File: src/rtl/ps2mc_pkg.sv
// Shared types and constants for the PS/2 mouse packet cursor block.
// No dependencies; imported by the top level and by its checker.
package ps2mc_pkg;

  // Default cursor coordinate width (cursor range is 0 .. 2**COORD_BITS-1)
  localparam int DEF_COORD_BITS = 12;

  // Configuration register widths, indexes and reset values
  localparam int CFG_DATA_W    = 13;
  localparam int CFG_INDEX_W   = 1;
  localparam int SCREEN_W_RST  = 640;
  localparam int SCREEN_H_RST  = 480;

  typedef enum logic [CFG_INDEX_W-1:0] {
    REG_SCREEN_WIDTH  = 1'b0,
    REG_SCREEN_HEIGHT = 1'b1
  } cfg_reg_t;

  // Request kinds carried on in_tuser
  typedef enum logic {
    OP_BYTE   = 1'b0,
    OP_REINIT = 1'b1
  } op_t;

  // Field widths
  localparam int BYTE_W      = 8;
  localparam int OUT_COORD_W = 12;
  localparam int BUTTON_W    = 3;
  localparam int DX_W        = 8;
  localparam int DY_W        = 9;
  localparam int POS_W       = 2;

  // Flags byte decoding
  localparam logic [BYTE_W-1:0] FLAG_SYNC_MASK   = 8'h08;
  localparam logic [BYTE_W-1:0] FLAG_BUTTON_MASK = 8'h07;

  // Result tdata layout, lowest bit first
  localparam int OUT_X_LO   = 0;
  localparam int OUT_Y_LO   = OUT_X_LO + OUT_COORD_W;
  localparam int OUT_BTN_LO = OUT_Y_LO + OUT_COORD_W;
  localparam int OUT_DX_LO  = OUT_BTN_LO + BUTTON_W;
  localparam int OUT_DY_LO  = OUT_DX_LO + DX_W;
  localparam int OUT_OK_BIT = OUT_DY_LO + DY_W;
  localparam int OUT_USED_W = OUT_OK_BIT + 1;
  localparam int OUT_TDATA_W = ((OUT_USED_W + 7) / 8) * 8;

  // Negated Y delta can never be -128 (raw Y spans -128..127)
  localparam logic [DY_W-1:0] DY_NEVER = 9'h180;

endpackage

File: src/rtl/ps2_mouse_packet_cursor.sv
// An accepted request passes through the input register, then one pass of decode/clamp
// logic, into the result register; out_tready low while a result waits holds it there.
// Throughput: one byte per cycle while out_tready does not stall the result register.
// Reset (rst_n low, synchronous): screen 640x480, cursor centered, packet
// state cleared, both stages empty.
// Depends on ps2mc_pkg.
module ps2_mouse_packet_cursor
  import ps2mc_pkg::*;
#(
  parameter int COORD_BITS = DEF_COORD_BITS
) (
  input  logic                    clk,
  input  logic                    rst_n,
  // Input byte channel
  input  logic                    in_tvalid,
  output logic                    in_tready,
  input  logic [BYTE_W-1:0]       in_tdata,   // [7:0] byte_in
  input  logic                    in_tuser,   // [0] operation
  // Result channel
  output logic                    out_tvalid,
  input  logic                    out_tready,
  // [11:0] cursor_x, [23:12] cursor_y, [26:24] button_bits,
  // [34:27] last_dx, [43:35] last_dy, [44] packet_ok, [47:45] zero
  output logic [OUT_TDATA_W-1:0]  out_tdata,
  output logic                    out_tlast,  // packet_done
  // Configuration write channel
  input  logic                    cfg_valid,
  output logic                    cfg_ready,
  input  logic [CFG_INDEX_W-1:0]  cfg_index,
  input  logic [CFG_DATA_W-1:0]   cfg_data
);

  localparam int CB   = COORD_BITS;
  localparam int SW   = CB + 1;                       // effective screen size
  localparam int EW   = (SW > CFG_DATA_W) ? SW : CFG_DATA_W;
  localparam int SUMW = CB + 2;                       // signed cursor + delta
  localparam logic [EW-1:0] SizeTop = {{(EW-1){1'b0}}, 1'b1} << CB;
  localparam int RstWEff = (SCREEN_W_RST > 2**CB) ? 2**CB : SCREEN_W_RST;
  localparam int RstHEff = (SCREEN_H_RST > 2**CB) ? 2**CB : SCREEN_H_RST;
  localparam logic [CB-1:0] RstCol = CB'(RstWEff / 2);
  localparam logic [CB-1:0] RstRow = CB'(RstHEff / 2);

  // Configuration registers
  logic [CFG_DATA_W-1:0] screen_w_r, screen_h_r;

  assign cfg_ready = 1'b1;

  always_ff @(posedge clk) begin
    if (!rst_n) begin
      screen_w_r <= CFG_DATA_W'(SCREEN_W_RST);
      screen_h_r <= CFG_DATA_W'(SCREEN_H_RST);
    end else if (cfg_valid && cfg_ready) begin
      unique case (cfg_reg_t'(cfg_index))
        REG_SCREEN_WIDTH:  screen_w_r <= cfg_data;
        REG_SCREEN_HEIGHT: screen_h_r <= cfg_data;
        default: ;
      endcase
    end
  end

  // Effective screen size: 0 acts as 1, above 2**CB acts as 2**CB
  logic [EW-1:0] w_ext, h_ext;
  logic [SW-1:0] eff_w, eff_h;

  always_comb begin
    w_ext = EW'(screen_w_r);
    h_ext = EW'(screen_h_r);
    if (w_ext == '0)         w_ext = EW'(1);
    else if (w_ext > SizeTop) w_ext = SizeTop;
    if (h_ext == '0)         h_ext = EW'(1);
    else if (h_ext > SizeTop) h_ext = SizeTop;
    eff_w = w_ext[SW-1:0];
    eff_h = h_ext[SW-1:0];
  end

  // Handshake between the stages
  logic s1_valid_r;
  logic s1_op_r;
  logic [BYTE_W-1:0] s1_byte_r;
  logic out_valid_r;
  logic s2_ready, s1_fire;

  assign s2_ready  = !out_valid_r || out_tready;
  assign s1_fire   = s1_valid_r && s2_ready;
  assign in_tready = !s1_valid_r || s2_ready;

  // Input register
  always_ff @(posedge clk) begin
    if (!rst_n) begin
      s1_valid_r <= 1'b0;
    end else if (in_tready) begin
      s1_valid_r <= in_tvalid;
    end
  end

  always_ff @(posedge clk) begin
    if (in_tvalid && in_tready) begin
      s1_op_r   <= in_tuser;
      s1_byte_r <= in_tdata;
    end
  end

  // Packet and cursor state
  logic [POS_W-1:0]    pos_r, pos_nxt;
  logic [BYTE_W-1:0]   flags_r, flags_nxt;
  logic [BYTE_W-1:0]   xbyte_r, xbyte_nxt;
  logic [CB-1:0]       col_r, col_nxt;
  logic [CB-1:0]       row_r, row_nxt;
  logic [BUTTON_W-1:0] btn_r, btn_nxt;
  logic [DX_W-1:0]     mx_r, mx_nxt;
  logic [DY_W-1:0]     my_r, my_nxt;
  logic                done, ok;

  // Deltas scaled by 1/4, rounding toward zero
  logic signed [DX_W:0]   dx_adj, dx_q;
  logic signed [DY_W-1:0] dy_neg;
  logic signed [DY_W:0]   dy_adj, dy_q;
  logic signed [SUMW-1:0] x_sum, y_sum;
  logic signed [SUMW-1:0] w_lim, h_lim;
  logic [SW-1:0]          w_m1, h_m1;

  always_comb begin
    dx_adj = $signed({xbyte_r[BYTE_W-1], xbyte_r})
             + (xbyte_r[BYTE_W-1] ? (DX_W+1)'(3) : '0);
    dx_q   = dx_adj >>> 2;
    dy_neg = -$signed({s1_byte_r[BYTE_W-1], s1_byte_r});
    dy_adj = $signed({dy_neg[DY_W-1], dy_neg})
             + (dy_neg[DY_W-1] ? (DY_W+1)'(3) : '0);
    dy_q   = dy_adj >>> 2;
    x_sum  = $signed({2'b00, col_r}) + $signed({{(SUMW-DX_W-1){dx_q[DX_W]}}, dx_q});
    y_sum  = $signed({2'b00, row_r}) + $signed({{(SUMW-DY_W-1){dy_q[DY_W]}}, dy_q});
    w_lim  = $signed({1'b0, eff_w});
    h_lim  = $signed({1'b0, eff_h});
    w_m1   = eff_w - SW'(1);
    h_m1   = eff_h - SW'(1);
  end

  // One step of the packet decoder
  always_comb begin
    pos_nxt   = pos_r;
    flags_nxt = flags_r;
    xbyte_nxt = xbyte_r;
    col_nxt   = col_r;
    row_nxt   = row_r;
    btn_nxt   = btn_r;
    mx_nxt    = mx_r;
    my_nxt    = my_r;
    done      = 1'b0;
    ok        = 1'b0;
    if (op_t'(s1_op_r) == OP_REINIT) begin
      pos_nxt   = '0;
      flags_nxt = '0;
      xbyte_nxt = '0;
      col_nxt   = eff_w[SW-1:1];
      row_nxt   = eff_h[SW-1:1];
      btn_nxt   = '0;
      mx_nxt    = '0;
      my_nxt    = '0;
    end else if (!pos_r[1]) begin
      if (pos_r[0]) xbyte_nxt = s1_byte_r;
      else          flags_nxt = s1_byte_r;
      pos_nxt = pos_r + POS_W'(1);
    end else begin
      // Third byte completes the packet
      done    = 1'b1;
      pos_nxt = '0;
      if ((flags_r & FLAG_SYNC_MASK) != '0) begin
        ok      = 1'b1;
        btn_nxt = BUTTON_W'(flags_r & FLAG_BUTTON_MASK);
        mx_nxt  = xbyte_r;
        my_nxt  = dy_neg;
        if (x_sum < 0)           col_nxt = '0;
        else if (x_sum >= w_lim) col_nxt = w_m1[CB-1:0];
        else                     col_nxt = x_sum[CB-1:0];
        if (y_sum < 0)           row_nxt = '0;
        else if (y_sum >= h_lim) row_nxt = h_m1[CB-1:0];
        else                     row_nxt = y_sum[CB-1:0];
      end
    end
  end

  always_ff @(posedge clk) begin
    if (!rst_n) begin
      pos_r   <= '0;
      flags_r <= '0;
      xbyte_r <= '0;
      col_r   <= RstCol;
      row_r   <= RstRow;
      btn_r   <= '0;
      mx_r    <= '0;
      my_r    <= '0;
    end else if (s1_fire) begin
      pos_r   <= pos_nxt;
      flags_r <= flags_nxt;
      xbyte_r <= xbyte_nxt;
      col_r   <= col_nxt;
      row_r   <= row_nxt;
      btn_r   <= btn_nxt;
      mx_r    <= mx_nxt;
      my_r    <= my_nxt;
    end
  end

  // Result register
  logic [OUT_TDATA_W-1:0] out_data_r;
  logic                   out_last_r;

  always_ff @(posedge clk) begin
    if (!rst_n) begin
      out_valid_r <= 1'b0;
    end else if (s2_ready) begin
      out_valid_r <= s1_valid_r;
    end
  end

  always_ff @(posedge clk) begin
    if (s1_fire) begin
      out_data_r <= OUT_TDATA_W'({ok, my_nxt, mx_nxt, btn_nxt,
                                  OUT_COORD_W'(row_nxt), OUT_COORD_W'(col_nxt)});
      out_last_r <= done;
    end
  end

  assign out_tvalid = out_valid_r;
  assign out_tdata  = out_data_r;
  assign out_tlast  = out_last_r;

endmodule

File: config.mk
export PLATFORM = sky130hd
export DESIGN_NAME = ps2_mouse_packet_cursor
export DESIGN_NICKNAME = d
export VERILOG_FILES = /design/src/rtl/ps2mc_pkg.sv /design/src/rtl/ps2_mouse_packet_cursor.sv
export SDC_FILE = /design/constraint.sdc
export NUM_CORES = 1
export LEC_CHECK = 0
export BUFFER_PORTS_ARGS = -buffer_cell sky130_fd_sc_hd__buf_2
export CORE_AREA = 2 2 188 190
export DETAILED_ROUTE_END_ITERATION = 10
export DIE_AREA = 0 0 190 192
export HOLD_SLACK_MARGIN = 0.12
export SETUP_SLACK_MARGIN = 0.2
export SLEW_MARGIN = 10
export SYNTH_ARGS = -nofsm -noshare
export SYNTH_HDL_FRONTEND = slang
export SYNTH_SLANG_ARGS = --single-unit
export TNS_END_PERCENT = 20
File: constraint.sdc
create_clock -name clk -period 8.9 [get_ports clk]
set_input_delay 2.67 -clock clk [delete_from_list [all_inputs] [get_ports clk]]
set_output_delay 2.67 -clock clk [all_outputs]
set_load 0.1 [all_outputs]
## Word level (Yosys, flattened, before mapping)

Index checks and enable logic that the tools add are counted.

- Bits of input ports: 28
- Register bits: 141
- Output and inout port bits: 52

- $lt $le $gt $ge: 6
- Bitwise gates (word level): 2
- Reduce and logical (&&, ||, !) cells: 14
- Add/sub/neg operators: 8
- Eq/ne operators: 2
- Multiplexer cells: 35

Operators with widths:

| cell | number |
|---|---|
| $mux W12 | 10 |
| $mux W13 | 4 |
| $mux W8 | 6 |
| $ge A14 B14 Y1 | 2 |
| $lt A14 B1 Y1 const B | 2 |
| $mux W9 | 3 |
| $gt A13 B13 Y1 const B | 2 |
| $logic_not A13 Y1 | 2 |
| $sub A12 B1 Y12 const B | 2 |
| $add A13 B7 Y14 | 1 |
| $add A13 B8 Y14 | 1 |
| $mux W4 | 3 |
| $add A9 B3 Y10 | 1 |
| $add A8 B3 Y9 | 1 |
| $mux W3 | 3 |
| $neg A8 Y9 | 1 |
| $mux W2 | 4 |
| $reduce_and A3 Y1 | 2 |
| $ne A2 B2 Y1 const B | 2 |
| $reduce_and A2 Y1 | 2 |
| $add A2 B1 Y2 const B | 1 |
| $logic_and A1 B1 Y1 | 2 |
| $logic_not A1 Y1 | 2 |
| $logic_or A1 B1 Y1 | 2 |
| other kinds (4) | 6 |

## Depth between registers and ports, before layout

Gate-level depths: netlist (run 1).

- Word-level depth: 10
- Gate-level depth with buffers: 29

## Worst setup path after synthesis (run 1)

No wires, ideal clock.

- Kind: flip-flop to flip-flop
- Start: register s1_byte_r[0]
- End: register out_data_r[19] (netlist: out_tdata[19]), data pin
- Data arrival time: 5.982 ns
- Required time: 8.639 ns
- Stages on the path, launching flop included: 29
- Buffers on the path: 1
- Setup time: 0.261 ns
- Slack: 2.658 ns
- Path through: edfxtp_1 inv_1 ha_1 nor4b_2 nor2b_1 a21oi_1 ha_1 and3b_1 o21ai_1 or3_4 o21ai_2 inv_1 ha_1 nand2_1 a211oi_1 nor2_1 a211o_1 nand2b_1 a21oi_1 nor2_1 xnor2_1 ha_1 o211ai_1 o21ai_0 a31oi_1 buf_2 mux2i_1 nor3_1 a311o_1

- Longest elaborated chain between the ends: 10
- Elaborated cells on any way between the ends: 11
- Those cells by class: add/sub (3); order compare (2); mux (6)

Ends and longest elaborated chain:

| element | line | text |
|---|---|---|
| start, declared | ps2_mouse_packet_cursor.sv:79 | `logic [BYTE_W-1:0] s1_byte_r;` |
| start signal, assigned | ps2_mouse_packet_cursor.sv:99 | `s1_byte_r <= in_tdata;` |
| $neg A8 Y9 (*) | ps2_mouse_packet_cursor.sv:126 | `dy_neg = -$signed({s1_byte_r[BYTE_W-1], s1_byte_r});` |
| $mux W2 | ps2_mouse_packet_cursor.sv:128 | `+ (dy_neg[DY_W-1] ? (DY_W+1)'(3) : '0);` |
| $add A9 B3 Y10 (*) | ps2_mouse_packet_cursor.sv:128 |  |
| $add A13 B8 Y14 (*) | ps2_mouse_packet_cursor.sv:131 | `y_sum = $signed({2'b00, row_r}) + $signed({{(SUMW-DY_W-1){dy_q[DY_W]}}, dy_q});` |
| $ge A14 B14 Y1 | ps2_mouse_packet_cursor.sv:176 | `else if (y_sum >= h_lim) row_nxt = h_m1[CB-1:0];` |
| $mux W12 | ps2_mouse_packet_cursor.sv:176 |  |
| $mux W12 (*) | ps2_mouse_packet_cursor.sv:175 | `if (y_sum < 0) row_nxt = '0;` |
| $mux W12 (*) | ps2_mouse_packet_cursor.sv:167 | `if ((flags_r & FLAG_SYNC_MASK) != '0) begin` |
| $mux W12 (*) | ps2_mouse_packet_cursor.sv:159 | `end else if (!pos_r[1]) begin` |
| $mux W12 (*) | ps2_mouse_packet_cursor.sv:150 | `if (op_t'(s1_op_r) == OP_REINIT) begin` |
| named net row_nxt[7] | ps2_mouse_packet_cursor.sv:108 | `logic [CB-1:0] row_r, row_nxt;` |
| end signal, assigned | ps2_mouse_packet_cursor.sv:218 | `out_data_r <= OUT_TDATA_W'({ok, my_nxt, mx_nxt, btn_nxt,` |
| end, declared | ps2_mouse_packet_cursor.sv:205 | `logic [OUT_TDATA_W-1:0] out_data_r;` |

Mark *: on every way through the listed nets, which the timed path passes. The rest lies on a longest branch.
A chain may end at the register's enable or synchronous reset.

## Final worst setup path (run 1)

- Start: register s1_byte_r[0]
- End: register out_data_r[15] (netlist: out_tdata[15]), data pin

Same word-level chain as after synthesis.

==> results of run 1 <==
-- cell families after synthesis --
family / Yosys count
XOR/XNOR: 47
AND/OR/NAND/NOR: 356
other: 2
multiplexers: 15
flip-flops: 141
adder cells (fa/ha/maj): 60
AO/OA/AOI/OAI: 291
buffers and inverters: 97
-- worst reg2reg max path: cells and delay by family, from the launching register on --
kind / cells / cell delay, ps
compound gates: 10 / 2000
fa+ha+maj: 4 / 1260
flops: 1 / 500
simple gates: 10 / 2000
xor+xnor: 1 / 120
buf+inv: 3 / 520
-- layout make-up --
class,count,area (um2),share of cell area [%]
inverter,44,166,1.69
timing repair buffer,84,443,4.49
sequential,141,3370,34.2
clock buffer,19,433,4.39
multi-input combinational,773,4760,48.3
clock inverter,13,115,1.17
tap,455,569,5.78
-- stage by stage --
| stage | setup WS [ps] | hold WS [ps] |
|---|---|---|
| 2_1_floorplan | 2660 | 437 |
| 3_3_place_gp | 2490 | 441 |
| 3_5_place_dp | 2280 | 449 |
| 4_1_cts | 2250 | 457 |
| 5_1_grt | 1660 | 473 |
| 6_report | 2230 | 455 |
-- worst min path at each step --
stage / startpoint / to / slack, ps / cells after the start
floorplan: btn_r[0] / btn_r[0] / 440 / 2
global placement: mx_r[1] / mx_r[1] / 440 / 2
detailed placement: my_r[2] / my_r[2] / 450 / 2
CTS: my_r[2] / my_r[2] / 460 / 2
global route: my_r[1] / my_r[1] / 470 / 2
finish: mx_r[6] / mx_r[6] / 450 / 2
-- report_power, final --
part	leakage (nW)	total [mW]	switching [mW]	internal, mW
logic	2.19	0.394	0.271	0.124
registers	1.22	0.722	0.0244	0.697
clock network	0.269	0.678	0.293	0.386
total	3.68	1.79	0.588	1.21
-- flip-flops by register name, summed over array words and instances (netlist names) --
name,count
screen_w_r,13
s1_op_r,1
pos_r,2
out_tvalid,1
out_tdata,45
mx_r,8
flags_r,4
my_r,9
s1_valid_r,1
btn_r,3
screen_h_r,13
xbyte_r,8
col_r,12
row_r,12
s1_byte_r,8
out_tlast,1
-- routing by layer --
layer / share of wire, % / global-route usage (%) / wire length [um] / vias to the layer above
li1: - / - / - / 3690
met1: 43 / 16.9 / 10800 / 3624
met2: 49 / 23.7 / 12200 / 214
met3: 4.5 / 2.30 / 1130 / 54
met4: 3.2 / 6.47 / 790 / 0
met5: 0 / 0 / 0 / -
-- cells in the final DEF (no fill, tap or decap), types with 3 or more instances in the layout --
master	netlist	layout
nor2b_1	12	12
or4_1	3	3
xnor2_1	35	35
a22oi_1	18	18
a221oi_1	9	9
a21oi_1	139	139
o21ai_1	9	10
a2111oi_0	3	3
nand4_1	3	3
or3_1	7	7
a31oi_1	4	4
edfxtp_1	55	55
nand2_1	181	181
inv_6	0	4
mux2_2	5	5
o211ai_1	11	11
clkinv_2	0	5
nand3b_1	4	4
ha_1	58	58
buf_2	2	75
o21a_1	3	3
a21o_1	9	9
nor2_4	3	3
nor2_1	61	61
mux2i_1	10	10
or2_2	4	4
xor2_1	11	11
o221ai_1	4	4
a211oi_1	13	13
nor4_1	7	7
conb_1	2	4
o21ai_0	46	45
nand3_1	24	24
nor3_1	22	22
dfxtp_1	86	86
inv_1	42	42
buf_4	4	9
nand2b_1	12	12
clkbuf_16	0	17
==> run summary, run 1 <==
Clock Sink Count: 141
H-tree depth: 4
post-synthesis adder-cell area fraction: 9.00%
worst skew pair latency: 430 ps
Yosys top cell by area: dfxtp_1
Post-synth EDFFs: 55
CTS Root Cell: clkbuf_16
Max-Cap Viols: 0
Buf/Inv on CP: 3
post-detail-place hpwl: 18300 um
cells on worst reg2reg path: 28
Synth Area in Simple Gates: 19.1%
run status: finished, final reports clean
CTS tree: built
Mapped Cells: 1009
Pwr Total: 1.79 mW
crit path kind: flop to flop
synth warn: 0
cts hold-fix bufs: 0
Layout area overhead: 15.8%
Final period util: 74.9%
Placed Cells: 1497
PwrDens: 182 nW/um2
most used cell, CP: ha_1
fin nets: 1149
post-synth top area share: 20.2%
Cell variety after synth: 71
placed cell area: 9310 um2
design area: 9860 um2
Ports: 80
Hold/Removal Path Class: flop to flop
Reg-to-Reg Start: s1_byte_r[0]
Worst setup startpoint: s1_byte_r[0]
Starting Density: 24.8%
Final Hold Fails: 0
compound-gate portion of the synthesized area: 20.9%
Die ar.: 36500 um2
CP Capture Type: flop
most common cell in the netlist: nand2_1
Max Slew Vio Count: 0
Worst path slowest cell: edfxtp_1
Die Ht: 192 um
Filler cells: 3620
post-synthesis area per instance: 8.44 um2
XOR/XNOR share of the synthesized area: 4.92%
layout cells sized above 1: 13.1%
arrival time worst endpoint: 6850 ps
worst-path maximum fanout: 18
Clock Pin Slew Worst Setup and Hold Paths: 60 ps
largest net degree at the start of global routing: 68
width of the die: 190 um
top_reg_cell synth: dfxtp_1
ANT cells: 0
end point of the critical path: out_tdata[15]
First DRT Iteration DRCs: 484
CTS buffer count: 17
vias in the first global route: 7351
Required @ worst endpoint: 9080 ps
vias: 7582
wire per inst: 16.3 um
first-pass GRT wire length: 39500 um
initial antenna violation count: 0
worst vdd ir: 119 uV
vias per inst: 4.96
register bit total from synthesis: 141
Final min period: 6670 ps
row cnt: 68
GP Congestion: 0.873
largest family of logic cells by synthesized area: compound AO/OA/AOI/OAI gates
Async SR Flop Fraction: 0%
Tot GR Track Use: 13.8%
Worst R2R End: out_tdata[15]
synth cell count leaders: 181 x nand2_1, 139 x a21oi_1, 86 x dfxtp_1, 61 x nor2_1, 58 x ha_1
# resized after CTS: 0
Final Non-Filler Cells: 1529
RSZ-0062 raised after global routing: false
DR pass1 iterations: 5
core region area: 34300 um2
postcts setup bufs: 0
DRC Markers: 0
Setup Skew: 10.6 ps
Final setup viols: 0
Post-Syn Area: 8510 um2
Seq/Total Area, Yosys: 39.6%
Achievable Freq: 150 MHz
setup TNS: 0 ps
Antenna Violating Nets Remaining: 0
mux cell area share after synthesis: 1.84%
top post-synthesis cells by area: dfxtp_1 20%, edfxtp_1 19%, ha_1 8.5%
Slew headroom: 18.2%
Worst setup SP type: flop
CTS max path bufs: 2
r2r setup slk: 2230 ps
family with the most delay on the worst path: simple AND/OR/NAND/NOR gates
critical path depth in cells: 28
utilization of the core after routing: 28.7%
slowest stage delay, CP: 500 ps
DRT Wirelength: 25000 um
IO buf count: 75
leakage: 3.68 nW
gr ovfl total: 0
Worst-Margin Slew: 1220 ps
No activity file was read; power rests on OpenSTA's default activity.
==> run 2: changes to the inputs <==
Clock period 8.9 ns to 6.1 ns, I/O delays scaled along.
==> run 2 against run 1 <==
Against the previous run:
- non-clock buffer count grew 25
- core utilization up 1.1 points
- wire length is 3.3% higher
- worst hold slack worse by 0.61 ps
- critical endpoint is now out_tdata[19]
- largest power group unchanged
==> run summary, run 2 (synthesized netlist as in run 1, its figures left out) <==
run status: finished, final reports clean
DRC Markers: 0
CTS Root Cell: clkbuf_16
Pwr Total: 2.70 mW
first-pass GRT wire length: 39400 um
vias in the first global route: 7262
r2r setup slk: 390 ps
Hold/Removal Path Class: flop to flop
vias: 7629
DRT Wirelength: 25800 um
Worst path slowest cell: edfxtp_1
max FFs per register: 45
fin nets: 1174
Clk pwr share: 37.2%
Die ar.: 36500 um2
layout cells sized above 1: 16.9%
gr ovfl total: 0
Required @ worst endpoint: 6280 ps
arrival time worst endpoint: 5890 ps
Flop pwr share: 38.9%
most used cell, CP: ha_1
Worst setup startpoint: s1_byte_r[1]
width of the die: 190 um
setup TNS: 0 ps
most frequent cells in the layout: 181 x nand2_1, 138 x a21oi_1, 86 x dfxtp_1, 75 x buf_2, 60 x nor2_1
vias per inst: 4.91
Ports: 80
initial antenna violation count: 1
Gate power share: 23.9%
switching share of power: 32.0%
Final setup viols: 0
CP Capture Type: flop
Max Slew Vio Count: 0
worst-path maximum fanout: 4
Slew headroom: 27.9%
Max-Cap Viols: 0
Worst setup SP type: flop
Antenna Violating Nets Remaining: 0
row cnt: 68
DR pass1 iterations: 5
H-tree depth: 4
Starting Density: 24.8%
First DRT Iteration DRCs: 470
Final Hold Fails: 0
core region area: 34300 um2
largest net degree at the start of global routing: 68
Setup Skew: 7.97 ps
Final period util: 93.6%
Die Ht: 192 um
PwrDens: 264 nW/um2
utilization of the core after routing: 29.8%
CTS max path bufs: 2
sw power: 0.866 mW
CTS buffer count: 17
Layout area overhead: 20.2%
Achievable Freq: 175 MHz
Tot GR Track Use: 14.0%
Clock Sink Count: 141
Worst-Margin Slew: 1070 ps
Final min period: 5710 ps
Clock Pin Slew Worst Setup and Hold Paths: 60 ps
Reg-to-Reg Start: s1_byte_r[1]
post-detail-place hpwl: 19100 um
worst vdd ir: 172 uV
GP Congestion: 0.888
internal power: 1.84 mW
cts hold-fix bufs: 0
most common cell after layout, fill and taps aside: nand2_1
worst skew pair latency: 430 ps
slowest stage delay, CP: 400 ps
crit path kind: flop to flop
RSZ-0062 raised after global routing: true
min-delay src: mx_r[2]
IO buf count: 75
wire per inst: 16.6 um
leakage: 3.82 nW
CTS tree: built
ANT cells: 0
## run 2: power by group through the flow
stage / combinational [mW] / clock (mW) / sequential (mW)
after floorplan: 0.356 / 0 / 1.16
after CTS: 0.616 / 1.03 / 1.05
after global placement: 0.594 / 0 / 1.07
final: 0.645 / 1.00 / 1.05
after global routing: 0.701 / 1.06 / 1.06
after detailed placement: 0.600 / 0 / 1.07
## run 2: layer usage
| layer | up-vias | wire length, um | track usage (%) |
|---|---|---|---|
| met1 | 3617 | 10700 | 16.1 |
| met3 | 61 | 1130 | 2.81 |
| met4 | 2 | 947 | 6.80 |
| met2 | 203 | 13000 | 24.6 |
| met5 | - | 7 | 0 |
| li1 | 3746 | - | - |
## run 2: area by class of cell
class                      count  area [um2]
inverter                      44         169
clock inverter                11         119
timing repair buffer         109         634
tap                          455         569
sequential                   141        3370
clock buffer                  21         440
fill                        3607       24100
multi-input combinational    773        4930
## run 2: worst paths after layout
path,cells after the start,to
setup / recovery,27,out_tdata[19]
hold / removal,2,mx_r[2]
setup reg to reg,27,out_tdata[19]
hold reg to reg,2,mx_r[2]
## run 2: worst max-delay path, delay by kind of cell, from the launching register on
kind	cells	cell delay (ps)
AOI/OAI and AO/OA	9	1640
xor gates and xnor gates	2	280
adders and majority gates	4	1080
buffers and inverters	2	270
DFF	1	400
muxes	1	260
and+or+nand+nor	9	1520
## run 2: repair_timing
item | 4_1_cts | 5_1_grt
pin swaps | 2 | 8
gates resized for setup | 6 | 24
buffers inserted | 2 | 5
endpoints found under the setup margin | 12 | 31
## run 2: through the flow
step | hold WS, ps | cells | setup slack [ps] | cell area [um2]
5_1_grt | 478 | 1554 | 80.8 | 10200
4_1_cts | 456 | 1549 | 227 | 10100
3_3_place_gp | 441 | 1515 | 101 | 9490
6_report | 454 | 1554 | 391 | 10200
2_1_floorplan | 437 | 1011 | 252 | 8560
3_5_place_dp | 447 | 1515 | -24.3 | 9490
